[config.mk]
export PLATFORM = sky130hd
export DESIGN_NAME = rvx_exec
export DESIGN_NICKNAME = d
export VERILOG_FILES = /design/src/design/rvx_pkg.sv /design/src/design/rvx_exec.sv
export SDC_FILE = /design/constraint.sdc
export NUM_CORES = 1
export LEC_CHECK = 0
export BUFFER_PORTS_ARGS = -buffer_cell sky130_fd_sc_hd__buf_4
export CORE_MARGIN = 4
export CORE_UTILIZATION = 45
export DETAILED_ROUTE_END_ITERATION = 10
export PLACE_DENSITY = 0.69
export RECOVER_POWER = 50
export SYNTH_ARGS = -nofsm -noshare
export SYNTH_HDL_FRONTEND = slang
export SYNTH_SLANG_ARGS = --single-unit
export TNS_END_PERCENT = 50
[constraint.sdc]
create_clock -name vclk -period 6.3
set_clock_uncertainty 0.1 [all_clocks]
set_input_delay 0 -clock vclk [all_inputs]
set_output_delay 0 -clock vclk [all_outputs]
set_load 0.05 [all_outputs]
[src/design/rvx_pkg.sv]
// Shared constants and types for the RV32I integer execute block.
`default_nettype none
package rvx_pkg;

    localparam int XLEN      = 32;
    localparam int REG_AW    = 5;
    localparam int REG_DEPTH = 32;
    localparam int CFG_AW    = 4;
    localparam int CFG_DW    = 32;

    // Major opcodes
    localparam logic [6:0] OPC_OPIMM  = 7'h13;
    localparam logic [6:0] OPC_OP     = 7'h33;
    localparam logic [6:0] OPC_STORE  = 7'h23;
    localparam logic [6:0] OPC_LUI    = 7'h37;
    localparam logic [6:0] OPC_AUIPC  = 7'h17;
    localparam logic [6:0] OPC_BRANCH = 7'h63;
    localparam logic [6:0] OPC_JAL    = 7'h6F;

    localparam logic [6:0] F7_BASE = 7'h00;
    localparam logic [6:0] F7_ALT  = 7'h20;

    // ALU funct3 codes
    localparam logic [2:0] F3_ADD  = 3'd0;
    localparam logic [2:0] F3_SLL  = 3'd1;
    localparam logic [2:0] F3_SLT  = 3'd2;
    localparam logic [2:0] F3_SLTU = 3'd3;
    localparam logic [2:0] F3_XOR  = 3'd4;
    localparam logic [2:0] F3_SR   = 3'd5;
    localparam logic [2:0] F3_OR   = 3'd6;
    localparam logic [2:0] F3_AND  = 3'd7;

    // Branch funct3 codes
    localparam logic [2:0] F3_BEQ  = 3'd0;
    localparam logic [2:0] F3_BNE  = 3'd1;
    localparam logic [2:0] F3_BLT  = 3'd4;
    localparam logic [2:0] F3_BGE  = 3'd5;
    localparam logic [2:0] F3_BLTU = 3'd6;
    localparam logic [2:0] F3_BGEU = 3'd7;

    // Store sizes
    localparam logic [2:0] F3_SW = 3'd2;

    // Configuration register indexes
    localparam logic [1:0] CFG_START_PC  = 2'd0;
    localparam logic [1:0] CFG_STACK_TOP = 2'd1;
    localparam logic [1:0] CFG_CODE_SIZE = 2'd2;

    localparam logic [XLEN-1:0] START_PC_RST  = 32'd0;
    localparam logic [XLEN-1:0] STACK_TOP_RST = 32'd8000;
    localparam logic [XLEN-1:0] CODE_SIZE_RST = 32'd10000;

    localparam logic [REG_AW-1:0] SP_IDX = 5'd2;

    typedef struct packed {
        logic              en;
        logic [REG_AW-1:0] addr;
        logic [XLEN-1:0]   data;
    } rvx_wr_t;

    typedef struct packed {
        logic [XLEN-1:0]   next_pc;
        logic              wr_en;
        logic [REG_AW-1:0] wr_addr;
        logic [XLEN-1:0]   wr_data;
        logic              store_valid;
        logic [XLEN-1:0]   store_addr;
        logic [XLEN-1:0]   store_data;
        logic [1:0]        store_size;
        logic              status;
    } rvx_exec_t;

endpackage
`default_nettype wire

[src/design/rvx_exec.sv]
// Decode and execute of one instruction: ALU, branch, jump, upper immediates and stores.
`default_nettype none
module rvx_exec
    import rvx_pkg::*;
(
    input  wire logic [XLEN-1:0] instr,
    input  wire logic [XLEN-1:0] pc,
    input  wire logic [XLEN-1:0] rs1_val,
    input  wire logic [XLEN-1:0] rs2_val,
    output rvx_exec_t            ex
);

    logic [6:0]      op;
    logic [2:0]      f3;
    logic [6:0]      f7;
    logic [XLEN-1:0] imm_i;
    logic [XLEN-1:0] imm_s;
    logic [XLEN-1:0] imm_b;
    logic [XLEN-1:0] imm_j;
    logic [XLEN-1:0] imm_u;
    logic [XLEN-1:0] opb;
    logic [4:0]      shamt;
    logic            alt;
    logic [XLEN-1:0] alu_res;
    logic            take;
    logic            ok;
    logic            wr;
    logic [XLEN-1:0] val;
    logic [XLEN-1:0] npc;
    logic [XLEN-1:0] pc4;

    assign op    = instr[6:0];
    assign f3    = instr[14:12];
    assign f7    = instr[31:25];
    assign imm_i = {{20{instr[31]}}, instr[31:20]};
    assign imm_s = {{20{instr[31]}}, instr[31:25], instr[11:7]};
    assign imm_b = {{19{instr[31]}}, instr[31], instr[7], instr[30:25], instr[11:8], 1'b0};
    assign imm_j = {{11{instr[31]}}, instr[31], instr[19:12], instr[20], instr[30:21], 1'b0};
    assign imm_u = {instr[31:12], 12'd0};
    assign opb   = (op == OPC_OP) ? rs2_val : imm_i;
    assign shamt = opb[4:0];
    assign pc4   = pc + 32'd4;

    // Only SUB and SRA/SRAI use the alternate form.
    assign alt = (f7 == F7_ALT) && ((f3 == F3_SR) || (op == OPC_OP && f3 == F3_ADD));

    always_comb
    begin
        case (f3)
            F3_ADD:  alu_res = alt ? rs1_val - opb : rs1_val + opb;
            F3_SLL:  alu_res = rs1_val << shamt;
            F3_SLT:  alu_res = {31'd0, $signed(rs1_val) < $signed(opb)};
            F3_SLTU: alu_res = {31'd0, rs1_val < opb};
            F3_XOR:  alu_res = rs1_val ^ opb;
            F3_SR:   alu_res = alt ? XLEN'($signed(rs1_val) >>> shamt) : rs1_val >> shamt;
            F3_OR:   alu_res = rs1_val | opb;
            default: alu_res = rs1_val & opb;
        endcase
    end

    always_comb
    begin
        case (f3)
            F3_BEQ:  take = (rs1_val == rs2_val);
            F3_BNE:  take = (rs1_val != rs2_val);
            F3_BLT:  take = $signed(rs1_val) < $signed(rs2_val);
            F3_BGE:  take = !($signed(rs1_val) < $signed(rs2_val));
            F3_BLTU: take = rs1_val < rs2_val;
            F3_BGEU: take = rs1_val >= rs2_val;
            default: take = 1'b0;
        endcase
    end

    always_comb
    begin
        ok  = 1'b1;
        wr  = 1'b0;
        val = alu_res;
        npc = pc4;
        ex  = '0;
        unique case (op)
            OPC_OPIMM:
            begin
                if (f3 == F3_SLL)
                    ok = (f7 == F7_BASE);
                else if (f3 == F3_SR)
                    ok = (f7 == F7_BASE) || (f7 == F7_ALT);
                wr = 1'b1;
            end
            OPC_OP:
            begin
                ok = (f7 == F7_BASE) || (f7 == F7_ALT && (f3 == F3_ADD || f3 == F3_SR));
                wr = 1'b1;
            end
            OPC_LUI:
            begin
                val = imm_u;
                wr  = 1'b1;
            end
            OPC_AUIPC:
            begin
                val = pc + imm_u;
                wr  = 1'b1;
            end
            OPC_BRANCH:
            begin
                ok = !(f3 == 3'd2 || f3 == 3'd3);
                if (take)
                    npc = pc + imm_b;
            end
            OPC_JAL:
            begin
                val = pc4;
                wr  = 1'b1;
                npc = pc + imm_j;
            end
            OPC_STORE:
            begin
                ok = (f3 <= F3_SW);
                ex.store_valid = ok;
                ex.store_addr  = ok ? rs1_val + imm_s : '0;
                ex.store_data  = ok ? rs2_val : '0;
                ex.store_size  = ok ? f3[1:0] : 2'd0;
            end
            default:
            begin
                ok = 1'b0;
            end
        endcase
        ex.next_pc = ok ? npc : pc;
        ex.wr_en   = ok && wr && (instr[11:7] != '0);
        ex.wr_addr = instr[11:7];
        ex.wr_data = val;
        ex.status  = !ok;
    end

endmodule
`default_nettype wire

==> results of run 1 <==
[critical path, stage by stage]
cell	delay [ns]
buf_4	0.30
nor4bb_4	0.50
buf_4	0.28
nand3_1	0.15
nand2_2	0.36
ha_1	0.30
fa_1	0.23
a21oi_1	0.10
o211ai_1	0.38
a41oi_1	0.24
o31ai_1	0.83
a22oi_1	0.41
o41a_1	0.49
o22ai_1	0.14
o21a_1	0.16
xor2_1	0.07
a211o_1	0.31
buf_4	0.19
[cell families (layout without fill, tap and decap cells)]
kind of cell,count (synthesis),after routing,share of synthesized area
other cells,0,4,0
buf+inv,364,480,0.0820
compound gates,1046,1046,0.390
simple gates,858,858,0.223
xor+xnor,159,159,0.0773
mux,123,123,0.0773
fa+ha+maj,214,214,0.151
[routing by layer]
layer  vias up  routed length, µm  part of all wire  GRT usage
met5         -                 44           0.00044          0
met4         6               7810             0.078      0.254
met3       420              12200              0.12      0.103
met2      1817              42000              0.42      0.652
met1     11300              37600              0.38      0.536
li1      10500                  -                 -          -
[placed cells by master, fill, tap and decap left out, types with 53 or more instances in the layout]
cell type / count
xnor2_1: 109
a21o_1: 85
buf_4: 243
mux2i_1: 102
inv_1: 166
o21ai_0: 186
a31oi_1: 56
nand3_1: 92
nor3_1: 57
a21oi_1: 242
nand2b_1: 59
clkbuf_1: 66
ha_1: 209
nor2_1: 257
a211oi_1: 53
nand2_1: 228
[power groups by stage]
stage	registers (mW)	logic, mW	clock network (mW)
6_report	0	2.07	0.00000000275
5_1_grt	0	2.18	0
4_1_cts	0	2.01	0
3_5_place_dp	0	1.99	0
3_3_place_gp	0	1.98	0
2_1_floorplan	0	1.34	0
[worst max path at each step]
stage,startpoint,to,depth (start not counted)
3_5_place_dp,instr[5],ex[99],18
3_3_place_gp,instr[5],ex[98],18
4_1_cts,instr[5],ex[99],18
5_1_grt,instr[5],ex[99],18
2_1_floorplan,instr[2],ex[96],21
6_report,instr[5],ex[98],18
[stage by stage]
step	instance area, µm²	setup WS, ns	util
after floorplan	18000	1.25	-
after global placement	20200	1.09	0.510
after detailed placement	20200	0.971	0.510
after CTS	20200	0.959	0.510
after global routing	20000	0.533	0.504
final	20000	0.751	0.504
[cell type report]
cell class | count | share of cell area
Multi-Input combinational cell | 2400 | 0.831
Timing Repair Buffer | 309 | 0.104
Tap cell | 525 | 0.0329
Inverter | 171 | 0.0321
Antenna cell | 4 | 0.000501
==> results.json, run 1 <==
{
  "fmax_mhz": 180,
  "avgSynthCellArea_um2": 6.52,
  "final-setup-viol-count": 0,
  "holdBufCountCts": 0,
  "violations": "capacitance limit, slew limit",
  "tightest_slew_ns": 2.97,
  "dr.pass1.iters": 8,
  "area_growth_pct": 10.8,
  "power.switching_mw": 1.36,
  "via_count": 24100,
  "final.setup.tns_ns": 0,
  "initialDrtViolationCount": 3392,
  "pwr-share-comb": 1.000,
  "viasPerCell": 7.06,
  "hold_end": "ex[106]",
  "grtUsageTotal": 0.424,
  "p_int_uw": 713,
  "cts_setup_buffers": 0,
  "syn_nets": 3106,
  "multi_input_area_mm2": 0.0166,
  "cts_repair_resize_count": 0,
  "io_buffers": 266,
  "wl_per_cell_um": 29.2,
  "path_max_fanout": 34,
  "yosys.cell_count.top_type": "nor2_1",
  "dieArea_mm2": 0.0433,
  "synth_area_leaders": "ha_1 (15%), a21oi_1 (6.7%), mux2i_1 (5.7%), nor2_1 (5.4%), xnor2_1 (5.3%)",
  "path_class": "in -> out",
  "required_ns": 6.20,
  "die_w_um": 208,
  "yosys-top-cells-count": "nor2_1 (259), a21oi_1 (243), nand2_1 (229)",
  "seq_cell_count": 0,
  "rsz0062_at_grt": "no",
  "final_cell_count_no_fill": 3409,
  "power_frac_clock": 0,
  "antenna_found_initial": 8,
  "syn_area_mm2": 0.0180,
  "total_power_mw": 2.07,
  "synth_cell_type_count": 94,
  "min_delay_path_depth": 2,
  "ff_latch_area_um2": 0,
  "clock_buffers": 0,
  "core.rowCount": 73,
  "relSlewSlack": -0.978,
  "seq_power_share": 0,
  "synth_top_area_cell": "ha_1",
  "drv_slew": 110,
  "layout.nets": 3224,
  "worstPathArrival_ns": 5.45,
  "core_area_mm2": 0.0396,
  "drc_errors": 0,
  "ys_seq_area_frac": 0,
  "n_fill_cell": 4140,
  "hp-class": "in -> out",
  "period_share": 0.881,
  "fin_hold_ws_ns": 0.309,
  "drive_above_1_share": 0.108,
  "power.leakage_nw": 8.84,
  "drtAntennaViolNets": 0,
  "grt_pass1_wl_um": 144000,
  "dp_hpwl_um": 78600,
  "swShare": 0.656,
  "drt-total-wl_um": 99600,
  "startpoint_type": "input port",
  "start_util": 0.455,
  "ys.warnings.count": 0,
  "overflow": 0,
  "drv_cap": 2,
  "gp_congestion": 1.09,
  "peakVddDrop_v": 0.0000635,
  "placed_cells": 3405,
  "grt_pass1_vias": 22300,
  "io_pins": 266,
  "hold_viol_final": 0,
  "cp-end-kind": "output pin",
  "status": "finished with violations",
  "syn_inst": 2764,
  "min_period_ns": 5.55,
  "power_density_mw_per_mm2": 104,
  "min_from": "pc[0]",
  "die_h_um": 208,
  "yosysTopAreaCellShare": 0.145,
  "grt_max_degree": 67
}
(Power assumes the default switching activity.)
==> inputs of run 2 (changes only) <==
Settings changed: BUFFER_PORTS_ARGS -buffer_cell sky130_fd_sc_hd__buf_4 to not set, DONT_BUFFER_PORTS set to 1, PLACE_DENSITY 0.69 to 0.64.
==> run 2 against run 1 <==
  * The run still ends with capacitance limit, slew limit left
  * Via count shrank 5.5%
  * First-iteration DRC count shrank 8.4%
  * Die area is the same
  * Combinational power shrank 10%
  * Wire length shrank 1.4%
  * Global-route usage shrank 0.31 points
  * Largest power group unchanged
==> results.json, run 2 (synthesized netlist as in run 1, its figures left out) <==
{
  "status": "finished with violations",
  "violations": "capacitance limit, slew limit",
  "grtUsageTotal": 0.421,
  "critPathBufInv": 2,
  "power.leakage_nw": 8.01,
  "relSlewSlack": -0.818,
  "core_area_mm2": 0.0396,
  "core.rowCount": 73,
  "clock_buffers": 0,
  "hold_viol_final": 0,
  "via_count": 22700,
  "cts_setup_buffers": 0,
  "gp_congestion": 1.11,
  "final-setup-viol-count": 0,
  "drv_slew": 65,
  "endpoint": "ex[136]",
  "rsz0062_at_grt": "no",
  "overflow": 0,
  "startpoint_type": "input port",
  "power_density_mw_per_mm2": 99.8,
  "layout_commonest_cell": "nor2_1",
  "path_class": "in -> out",
  "final.setup.tns_ns": 0,
  "drc_errors": 0,
  "period_share": 0.874,
  "layout_common_cells": "nor2_1 (257), a21oi_1 (242), nand2_1 (228)",
  "die_h_um": 208,
  "io_buffers": 0,
  "met1_usage": 0.528,
  "worstPathCellList": "inv_1 -> ha_1 -> nand4_1 -> nor4_1 -> nand3_1 -> o211ai_1 -> o2111ai_1 -> mux2i_1 -> nor2_1 -> buf_4 -> nor2_1 -> a221oi_1 -> a21oi_1",
  "dr.pass1.iters": 8,
  "hp-class": "in -> out",
  "die_w_um": 208,
  "antenna_found_initial": 2,
  "area_growth_pct": 3.35,
  "drive_above_1_share": 0.0550,
  "critPathMostFrequentCell": "nor2_1",
  "initialDrtViolationCount": 3107,
  "startpoint": "rs2_val[31]",
  "fmax_mhz": 182,
  "multi_input_area_mm2": 0.0166,
  "n_fill_cell": 4253,
  "layout.nets": 2999,
  "tightest_slew_ns": 2.73,
  "met2_usage": 0.657,
  "drtAntennaViolNets": 0,
  "peakVddDrop_v": 0.0000598,
  "grt_pass1_vias": 21100,
  "total_power_mw": 1.86,
  "drv_cap": 3,
  "grt_pass1_wl_um": 142000,
  "busiest_layer": "met2",
  "start_util": 0.455,
  "path_max_fanout": 14,
  "seq_cell_count": 0,
  "required_ns": 6.20,
  "cp_top_family": "simple AND/OR/NAND/NOR gates",
  "met3_usage": 0.0968,
  "cp-end-kind": "output pin",
  "ff_latch_area_um2": 0,
  "dp_hpwl_um": 78600,
  "viasPerCell": 7.14,
  "grt_max_degree": 67,
  "dieArea_mm2": 0.0433,
  "critPathMaxStageDelay_ns": 1.04,
  "slowest_stage": "nor4_1",
  "worst-path-stages": 13,
  "min_period_ns": 5.51,
  "io_pins": 266,
  "wl_per_cell_um": 30.9,
  "worstPathArrival_ns": 5.41,
  "drt-total-wl_um": 98300
}
run 2: changes by cell type in the layout (fill, tap and decap cells not counted), sizes merged:
cell / before / now
clkbuf: 66 / 2
buf: 243 / 76
clkinv: 1 / 0
inv: 170 / 171
dlygate4sd3: 0 / 6
run 2: report_power, final:
part           switching [mW]  internal, mW  leakage (nW)    total (mW)
Sequential                  0             0             0             0
Combinational            1.20         0.658          8.01          1.86
Clock                       0  0.0000000855     0.0000254  0.0000000856
Total                    1.20         0.658          8.01          1.86
run 2: worst min path at each step:
stage	start	depth (start not counted)	to	slack [ns]
finish	instr[12]	1	ex[2]	0.12
global route	instr[12]	1	ex[2]	0.12
CTS	instr[12]	1	ex[2]	0.03
detailed placement	instr[8]	0	ex[101]	-0.1
global placement	instr[8]	0	ex[101]	-0.1
floorplan	instr[7]	1	ex[100]	0.07
run 2: metal layers:
layer | wire [µm] | part of all wire
met1 | 37300 | 0.38
met2 | 42100 | 0.43
met3 | 11200 | 0.11
met4 | 7700 | 0.078
met5 | 13 | 0.00013
run 2: what timing repair did:
item                      in CTS  in global routing
hold endpoints to repair       6                  0
gates resized for setup        0                  0
hold buffers                   6                  0
run 2: final cells by class:
cell class | instances | share of cell area
Inverter | 171 | 0.0345
Multi-Input combinational cell | 2400 | 0.891
Tap cell | 525 | 0.0353
Antenna cell | 4 | 0.000537
Timing Repair Buffer | 84 | 0.0383
run 2: metrics by stage:
step,hold WS (ns),cells,utilization,worst slack (ns),area [µm²]
after floorplan,0.0671,2764,-,1.25,18000
after global routing,0.125,3183,0.470,0.630,18600
after detailed placement,-0.0996,3174,0.469,0.925,18600
after CTS,0.0261,3180,0.470,0.931,18600
final,0.120,3184,0.470,0.791,18600
after global placement,-0.0996,3174,0.469,1.05,18600
